[src/assert_macros.svh]
// Assertion macros for the RTL files.
// Needs clk_i and rst_ni in the scope where a macro is used.
`ifndef ASSERT_MACROS_SVH
`define ASSERT_MACROS_SVH

// Same-cycle implication, disabled while reset is asserted.
`define ASSERT_IMPL(lbl, ante, cons) \
  lbl: assert property (@(posedge clk_i) disable iff (!rst_ni) (ante) |-> (cons)) \
    else $error("assertion failed");

// Next-cycle implication, disabled while reset is asserted.
`define ASSERT_NEXT(lbl, ante, cons) \
  lbl: assert property (@(posedge clk_i) disable iff (!rst_ni) (ante) |=> (cons)) \
    else $error("assertion failed");

`endif

[src/mexp_pkg.sv]
// Types, microcode addresses and the control store for the modexp unit.
// No dependencies.
package mexp_pkg;

  localparam int FIELD_W = 64;
  localparam int UPC_W   = 4;

  typedef logic [UPC_W-1:0] upc_t;

  typedef enum logic [1:0] {
    SU_NONE,
    SU_SQUARE,
    SU_MULT
  } setup_e;

  typedef enum logic [1:0] {
    WB_NONE,
    WB_BRES,
    WB_ACC
  } wb_e;

  typedef enum logic [2:0] {
    JC_NEXT,
    JC_ALWAYS,
    JC_EBIT_CLR,
    JC_NOT_ELAST,
    JC_MOD_ZERO
  } jump_e;

  // Microcode addresses
  localparam upc_t UPC_IDLE  = 4'd0;
  localparam upc_t UPC_RED   = 4'd1;
  localparam upc_t UPC_BWB   = 4'd2;
  localparam upc_t UPC_SQSET = 4'd3;
  localparam upc_t UPC_SQ    = 4'd4;
  localparam upc_t UPC_SQWB  = 4'd5;
  localparam upc_t UPC_MUSET = 4'd6;
  localparam upc_t UPC_MU    = 4'd7;
  localparam upc_t UPC_MUWB  = 4'd8;
  localparam upc_t UPC_NEXT  = 4'd9;
  localparam upc_t UPC_DONE  = 4'd10;

  typedef struct packed {
    logic   wait_start;
    setup_e setup;
    logic   iterate;
    wb_e    wb;
    logic   shift_exp;
    logic   done;
    jump_e  jump;
    upc_t   target;
  } ctl_t;

  typedef struct packed {
    logic start;
    logic mod_zero;
    logic iter_last;
    logic ebit;
    logic elast;
  } status_t;

  // Control store: one word per microcode step.
  function automatic ctl_t ucode_rom(upc_t upc);
    ctl_t c;
    c = '0;
    unique case (upc)
      UPC_IDLE: begin
        c.wait_start = 1'b1;
        c.jump       = JC_MOD_ZERO;
        c.target     = UPC_DONE;
      end
      UPC_RED:   c.iterate = 1'b1;
      UPC_BWB:   c.wb      = WB_BRES;
      UPC_SQSET: c.setup   = SU_SQUARE;
      UPC_SQ:    c.iterate = 1'b1;
      UPC_SQWB: begin
        c.wb     = WB_ACC;
        c.jump   = JC_EBIT_CLR;
        c.target = UPC_NEXT;
      end
      UPC_MUSET: c.setup   = SU_MULT;
      UPC_MU:    c.iterate = 1'b1;
      UPC_MUWB:  c.wb      = WB_ACC;
      UPC_NEXT: begin
        c.shift_exp = 1'b1;
        c.jump      = JC_NOT_ELAST;
        c.target    = UPC_SQSET;
      end
      UPC_DONE: begin
        c.done   = 1'b1;
        c.jump   = JC_ALWAYS;
        c.target = UPC_IDLE;
      end
      default: begin
        c.jump   = JC_ALWAYS;
        c.target = UPC_IDLE;
      end
    endcase
    return c;
  endfunction

endpackage

[src/mexp_mulmod.sv]
// Bit-serial modular multiplier: one multiplier bit per cycle while step_i is high, MSB first.
// Depends on nothing but its parameter.
module mexp_mulmod #(
  parameter int OPERAND_WIDTH = 64
) (
  input  logic                     clk_i,
  input  logic                     rst_ni,
  input  logic                     setup_i,
  input  logic [OPERAND_WIDTH-1:0] mpl_i,
  input  logic [OPERAND_WIDTH-1:0] addend_i,
  input  logic                     step_i,
  input  logic [OPERAND_WIDTH-1:0] mod_i,
  output logic [OPERAND_WIDTH-1:0] prod_o,
  output logic                     last_o
);

  localparam int W  = OPERAND_WIDTH;
  localparam int CW = $clog2(W);
  localparam int XW = W + 2;

  logic [W-1:0]  r_q, r_d, mpl_q, add_q;
  logic [CW-1:0] cnt_q;
  logic [XW-1:0] x, sub1, sub2, m1, m2;

  // 2r + bit*a stays below 3m, so at most two subtractions of m.
  always_comb begin
    m1   = {2'b00, mod_i};
    m2   = {1'b0, mod_i, 1'b0};
    x    = {1'b0, r_q, 1'b0} + (mpl_q[W-1] ? {2'b00, add_q} : '0);
    sub1 = x - m1;
    sub2 = x - m2;
    if (x >= m2) begin
      r_d = sub2[W-1:0];
    end else if (x >= m1) begin
      r_d = sub1[W-1:0];
    end else begin
      r_d = x[W-1:0];
    end
  end

  always_ff @(posedge clk_i or negedge rst_ni) begin
    if (!rst_ni) begin
      cnt_q <= '0;
    end else if (setup_i) begin
      cnt_q <= '0;
    end else if (step_i) begin
      cnt_q <= cnt_q + 1'b1;
    end
  end

  always_ff @(posedge clk_i) begin
    if (setup_i) begin
      r_q   <= '0;
      mpl_q <= mpl_i;
      add_q <= addend_i;
    end else if (step_i) begin
      r_q   <= r_d;
      mpl_q <= {mpl_q[W-2:0], 1'b0};
    end
  end

  assign prod_o = r_q;
  assign last_o = (cnt_q == CW'(W - 1));

endmodule

[src/mexp_seq.sv]
// Microcode sequencer: step counter, control store lookup, jump logic.
// Depends on mexp_pkg.
module mexp_seq
  import mexp_pkg::*;
(
  input  logic    clk_i,
  input  logic    rst_ni,
  input  status_t status_i,
  output ctl_t    ctl_o
);

  upc_t upc_q, upc_d;
  ctl_t ctl;
  logic hold, taken;

  always_comb begin
    ctl  = ucode_rom(upc_q);
    hold = (ctl.wait_start && !status_i.start) ||
           (ctl.iterate && !status_i.iter_last);
    unique case (ctl.jump)
      JC_NEXT:      taken = 1'b0;
      JC_ALWAYS:    taken = 1'b1;
      JC_EBIT_CLR:  taken = !status_i.ebit;
      JC_NOT_ELAST: taken = !status_i.elast;
      JC_MOD_ZERO:  taken = status_i.mod_zero;
      default:      taken = 1'b0;
    endcase
    if (hold) begin
      upc_d = upc_q;
    end else if (taken) begin
      upc_d = ctl.target;
    end else begin
      upc_d = upc_q + 1'b1;
    end
  end

  always_ff @(posedge clk_i or negedge rst_ni) begin
    if (!rst_ni) begin
      upc_q <= UPC_IDLE;
    end else begin
      upc_q <= upc_d;
    end
  end

  assign ctl_o = ctl;

endmodule

[src/modular_exponentiation_unit.sv]
// Modexp unit: base^exponent mod modulus by left-to-right square-and-multiply.
// Each exponent bit takes a square step, plus a multiply step when the bit is set;
// for modulus 0 the idle step jumps straight to the done step.
// One item at a time: the next item is taken in the cycle after the result strobe.
// Reset clears the sequencer and the bit counters only; the result strobe cannot be stalled.
// Depends on mexp_pkg, mexp_seq, mexp_mulmod and assert_macros.svh.
`include "assert_macros.svh"

module modular_exponentiation_unit
  import mexp_pkg::*;
#(
  parameter int OPERAND_WIDTH = 64
) (
  input  logic               clk_i,
  input  logic               rst_ni,
  input  logic               start,
  output logic               busy,
  input  logic [FIELD_W-1:0] base_i,
  input  logic [FIELD_W-1:0] exponent_i,
  input  logic [FIELD_W-1:0] modulus_i,
  output logic               done_o,
  output logic [FIELD_W-1:0] power_residue_o,
  output logic               residue_is_one_o
);

  localparam int W  = OPERAND_WIDTH;
  localparam int CW = $clog2(W);

  ctl_t          ctl;
  status_t       status;
  logic          load;
  logic          mul_setup;
  logic [W-1:0]  mpl, addend, prod;
  logic          iter_last;

  // Operand and result registers (payload, no reset; ecnt_q is reset)
  logic [W-1:0]  m_q;     // modulus
  logic [W-1:0]  e_q;     // exponent, shifted left one bit per exponent step
  logic [W-1:0]  bres_q;  // base reduced mod m
  logic [W-1:0]  acc_q;   // running power
  logic [CW-1:0] ecnt_q;  // exponent bit position, from the MSB

  // An item enters only in the idle microcode step.
  assign load = ctl.wait_start && start;
  assign busy = !ctl.wait_start;

  always_comb begin
    status.start     = start;
    status.mod_zero  = (modulus_i[W-1:0] == '0);
    status.iter_last = iter_last;
    status.ebit      = e_q[W-1];
    status.elast     = (ecnt_q == CW'(W - 1));
  end

  mexp_seq u_seq (
    .clk_i   (clk_i),
    .rst_ni  (rst_ni),
    .status_i(status),
    .ctl_o   (ctl)
  );

  // Multiplier operands: on load it reduces the base (1 * base mod m);
  // later it squares acc or multiplies acc by the reduced base.
  always_comb begin
    mul_setup = load || (ctl.setup != SU_NONE);
    if (load) begin
      mpl    = base_i[W-1:0];
      addend = W'(1);
    end else begin
      mpl    = acc_q;
      addend = (ctl.setup == SU_MULT) ? bres_q : acc_q;
    end
  end

  mexp_mulmod #(
    .OPERAND_WIDTH(W)
  ) u_mulmod (
    .clk_i   (clk_i),
    .rst_ni  (rst_ni),
    .setup_i (mul_setup),
    .mpl_i   (mpl),
    .addend_i(addend),
    .step_i  (ctl.iterate),
    .mod_i   (m_q),
    .prod_o  (prod),
    .last_o  (iter_last)
  );

  always_ff @(posedge clk_i or negedge rst_ni) begin
    if (!rst_ni) begin
      ecnt_q <= '0;
    end else if (load) begin
      ecnt_q <= '0;
    end else if (ctl.shift_exp) begin
      ecnt_q <= ecnt_q + 1'b1;
    end
  end

  always_ff @(posedge clk_i) begin
    if (load) begin
      m_q <= modulus_i[W-1:0];
      e_q <= exponent_i[W-1:0];
      // 1 mod m: zero for modulus 0 or 1
      acc_q <= (modulus_i[W-1:1] == '0) ? '0 : W'(1);
    end else begin
      if (ctl.shift_exp) begin
        e_q <= {e_q[W-2:0], 1'b0};
      end
      case (ctl.wb)
        WB_BRES: bres_q <= prod;
        WB_ACC:  acc_q  <= prod;
        default: ;
      endcase
    end
  end

  assign done_o           = ctl.done;
  assign power_residue_o  = FIELD_W'(acc_q);
  assign residue_is_one_o = (acc_q == W'(1));

  // Assertions
  `ASSERT_NEXT(a_done_single, done_o, !done_o)
  `ASSERT_NEXT(a_accept_busy, start && !busy, busy)
  `ASSERT_IMPL(a_done_busy, done_o, busy)
  `ASSERT_IMPL(a_res_reduced, done_o && (m_q != '0), acc_q < m_q)
  `ASSERT_IMPL(a_iter_no_setup, ctl.iterate, !mul_setup)

endmodule
[config.mk]
export PLATFORM = sky130hd
export DESIGN_NAME = modular_exponentiation_unit
export DESIGN_NICKNAME = d
export VERILOG_FILES = /design/src/mexp_pkg.sv /design/src/mexp_mulmod.sv /design/src/mexp_seq.sv /design/src/modular_exponentiation_unit.sv
export VERILOG_INCLUDE_DIRS = /design/src /design/src/src
export SDC_FILE = /design/constraint.sdc
export NUM_CORES = 1
export LEC_CHECK = 0
export ABC_AREA = 1
export BUFFER_PORTS_ARGS = -buffer_cell sky130_fd_sc_hd__buf_2
export CAP_MARGIN = 5
export CELL_PAD_IN_SITES_DETAIL_PLACEMENT = 2
export CELL_PAD_IN_SITES_GLOBAL_PLACEMENT = 2
export CORE_MARGIN = 1.5
export CORE_UTILIZATION = 35
export DETAILED_ROUTE_END_ITERATION = 8
export PLACE_DENSITY_LB_ADDON = 0.1
export SLEW_MARGIN = 20
export SYNTH_ARGS = -nofsm -noshare
export SYNTH_HDL_FRONTEND = slang
export SYNTH_SLANG_ARGS = --single-unit
[constraint.sdc]
create_clock -name clk_i -period 10.04 [get_ports clk_i]
set_clock_uncertainty 0.1 [all_clocks]
set_input_delay 0.502 -clock clk_i [delete_from_list [all_inputs] [get_ports clk_i]]
set_output_delay 0.502 -clock clk_i [all_outputs]
set_load 0.05 [all_outputs]
==> flow_summary.json <==
{
  "status": "finished clean",
  "fmax_mhz": 136,
  "period_share": 0.733,
  "grtUsageTotal": 0.344,
  "drive_above_1_share": 0.0938,
  "core-area_sq_um": 101000,
  "hold_buffers": 76,
  "mostFrequentLayoutCell": "nand2_1",
  "antenna_left": 0,
  "syn_nets": 5497,
  "antenna_found_initial": 6,
  "whs_path_depth": 3,
  "instances_no_fill": 6796,
  "totalWireLength_mm": 181,
  "io_buffers": 261,
  "vias_per_cell": 5.41,
  "initial_core_util": 0.355,
  "async_flop_share": 0.0345,
  "hold_slack_ns": 0.0323,
  "synthCells": 5102,
  "endpoint_kind": "register",
  "rrSetupSlack_ns": 2.68,
  "hpwlAfterDp_mm": 144,
  "crit_type": "reg2reg",
  "fin_nets": 5791,
  "dpl_cell_area_sq_um": 38400,
  "die_w_microns": 322,
  "area_growth_pct": 14.6,
  "ys_types": 54,
  "ioPinCount": 262,
  "r2r_cells": 25,
  "cts_tree": "done",
  "root_buffer": "clkbuf_16",
  "finalSetupViolations": 0,
  "hold_path.class": "in2reg",
  "drc": 0,
  "slew-limit-headroom": 0.241,
  "synth-edff-count": 384,
  "drtIter0Drc": 2233,
  "fin_crit_ns": 7.36,
  "synth-seq-area-share": 0.370,
  "tightest_slew_ns": 1.13,
  "clkLatencyLatePin_ns": 0.69,
  "path_clk_slew_ns": 0.06,
  "wire_per_inst_microns": 26.6,
  "htreeDepth": 2,
  "final_cell_mix": "nand2_1 (1376), inv_1 (795), a21oi_1 (510), nor2_1 (493), edfxtp_1 (384)",
  "die-area_sq_um": 104000,
  "num_vias": 36800,
  "gp_congestion": 1.03,
  "final_cell_area_sq_um": 40900,
  "tns_ns": 0,
  "die_h_microns": 322,
  "postCtsSetupBuffers": 0,
  "rsz0062_at_grt": "false",
  "ys_warn_count": 0,
  "grt_pass1_vias": 40200,
  "drt_first_pass_iters": 5,
  "post_cts.resized_instances": 0,
  "hold_viol": 0,
  "slew_viol_final": 0,
  "grt-ovfl-total": 0,
  "synthesis.area_sq_um": 35700,
  "clock_sinks": 464,
  "fillers": 12100,
  "drv_cap": 0,
  "avgSynthCellArea_sq_um": 7.00,
  "ys_seq_elements": 464,
  "place_inst": 6619,
  "cp-start-kind": "register",
  "grt_max_degree": 84,
  "grt_first_pass_wirelength_mm": 262,
  "ctsLongestPathBuffers": 3,
  "synth_flop_cell": "edfxtp_1",
  "arrival_ns": 7.83,
  "cts_inserted_buffers": 56,
  "rows": 116,
  "path_max_fanout": 64,
  "crit_required_ns": 10.51
}
## flip-flops by register name (all words and copies together) (netlist names)
register / flops
u_mulmod.cnt_q: 6
e_q: 64
bres_q: 64
m_q: 64
power_residue_o: 64
u_mulmod.add_q: 64
u_seq.upc_q: 4
ecnt_q: 6
u_mulmod.prod_o: 64
u_mulmod.mpl_q: 64
## kinds of logic (layout without fill, tap and decap cells)
logic type,count (synthesis),in the layout,synth area share
and+or+nand+nor,2428,2428,0.287
buffers and inverters,950,1284,0.104
AOI/OAI and AO/OA,941,941,0.140
DFF,464,464,0.370
adders and majority gates,200,200,0.0707
xor gates and xnor gates,119,119,0.0292
other,0,3,0
## cell usage after synthesis, drive strengths merged, types with 2 or more instances
cell type | number | share of area
nand4 | 44 | 0.0079
o211ai | 5 | 0.0011
nor3 | 52 | 0.0076
dfrtp | 16 | 0.011
o21bai | 40 | 0.0084
a21o | 12 | 0.0025
nand2 | 1428 | 0.16
edfxtp | 384 | 0.32
a21oi | 528 | 0.076
nor2 | 511 | 0.056
and3 | 6 | 0.0011
nand3 | 307 | 0.044
or2 | 7 | 0.0013
xnor2 | 23 | 0.0056
ha | 197 | 0.069
dfxtp | 64 | 0.036
a31oi | 8 | 0.0014
buf | 39 | 0.0077
nor4 | 48 | 0.0084
inv | 818 | 0.086
o21a | 7 | 0.0015
fa | 3 | 0.0017
clkbuf | 91 | 0.0096
nand3b | 22 | 0.0048
a211oi | 3 | 0.00063
o21ai | 330 | 0.046
xor2 | 96 | 0.024
a21boi | 4 | 0.00084
clkinv | 2 | 0.00021
## per-stage QoR
stage                     setup WS (ns)  utilization
final                              2.68        0.407
after global placement             2.01        0.382
after floorplan                    5.51            -
after detailed placement           2.80        0.382
after global routing               2.17        0.407
after CTS                          2.78        0.407
## final cells by class
class | instances | area, sq um | area share
antenna | 3 | 7.51 | 0.000183
inverter | 820 | 3090 | 0.0754
timing repair buffer | 366 | 2280 | 0.0558
sequential | 464 | 13200 | 0.323
tap | 1357 | 1700 | 0.0415
clock inverter | 27 | 267 | 0.00651
clock buffer | 71 | 1480 | 0.0361
multi-input combinational | 3688 | 18900 | 0.462
## layer usage
| metal | track usage | part of all wire | up-vias |
|---|---|---|---|
| li1 | - | - | 17200 |
| met3 | 0.0355 | 0.038 | 335 |
| met1 | 0.428 | 0.43 | 18300 |
| met4 | 0.200 | 0.065 | 4 |
| met2 | 0.578 | 0.47 | 872 |
| met5 | 0 | 0.00020 | - |
## worst max-delay path: stages, from the launching register on
cell and delay [ns]:
edfxtp_1 0.34, buf_4 0.59, nand2_1 0.12, inv_1 0.10, ha_1 0.30, a21oi_1 0.30, o21ai_0 0.23, a21oi_1 0.38
inv_1 0.10, o21ai_0 0.59, nand4_1 0.16, nand2_1 0.17, inv_1 0.14, ha_1 0.44, nand2_1 0.11, nor2_1 0.22
nand2_1 0.16, nor4_1 0.32, nand2_1 0.11, nand2_2 0.14, nand2_4 0.42, nand4_4 0.57, buf_4 0.60, nand2_1 0.21
nand3_1 0.17, a21oi_1 0.08
## final timing paths
kind                                               from                               end
min in group asynchronous                        rst_ni        u_seq.upc_q[1]$_DFFE_PN0N_
min                                       exponent_i[5]                  e_q[5]$_DFFE_PP_
max in group asynchronous                        rst_ni             ecnt_q[0]$_DFFE_PN0P_
min reg2reg                u_mulmod.mpl_q[29]$_DFFE_PP_      u_mulmod.mpl_q[30]$_DFFE_PP_
max                        u_mulmod.mpl_q[63]$_DFFE_PP_  u_mulmod.prod_o[21]$_SDFFE_PN0P_
max reg2reg                u_mulmod.mpl_q[63]$_DFFE_PP_  u_mulmod.prod_o[21]$_SDFFE_PN0P_
Power is not shown: default switching activity piles up to over one toggle a cycle in this logic, so the estimate is an artifact.
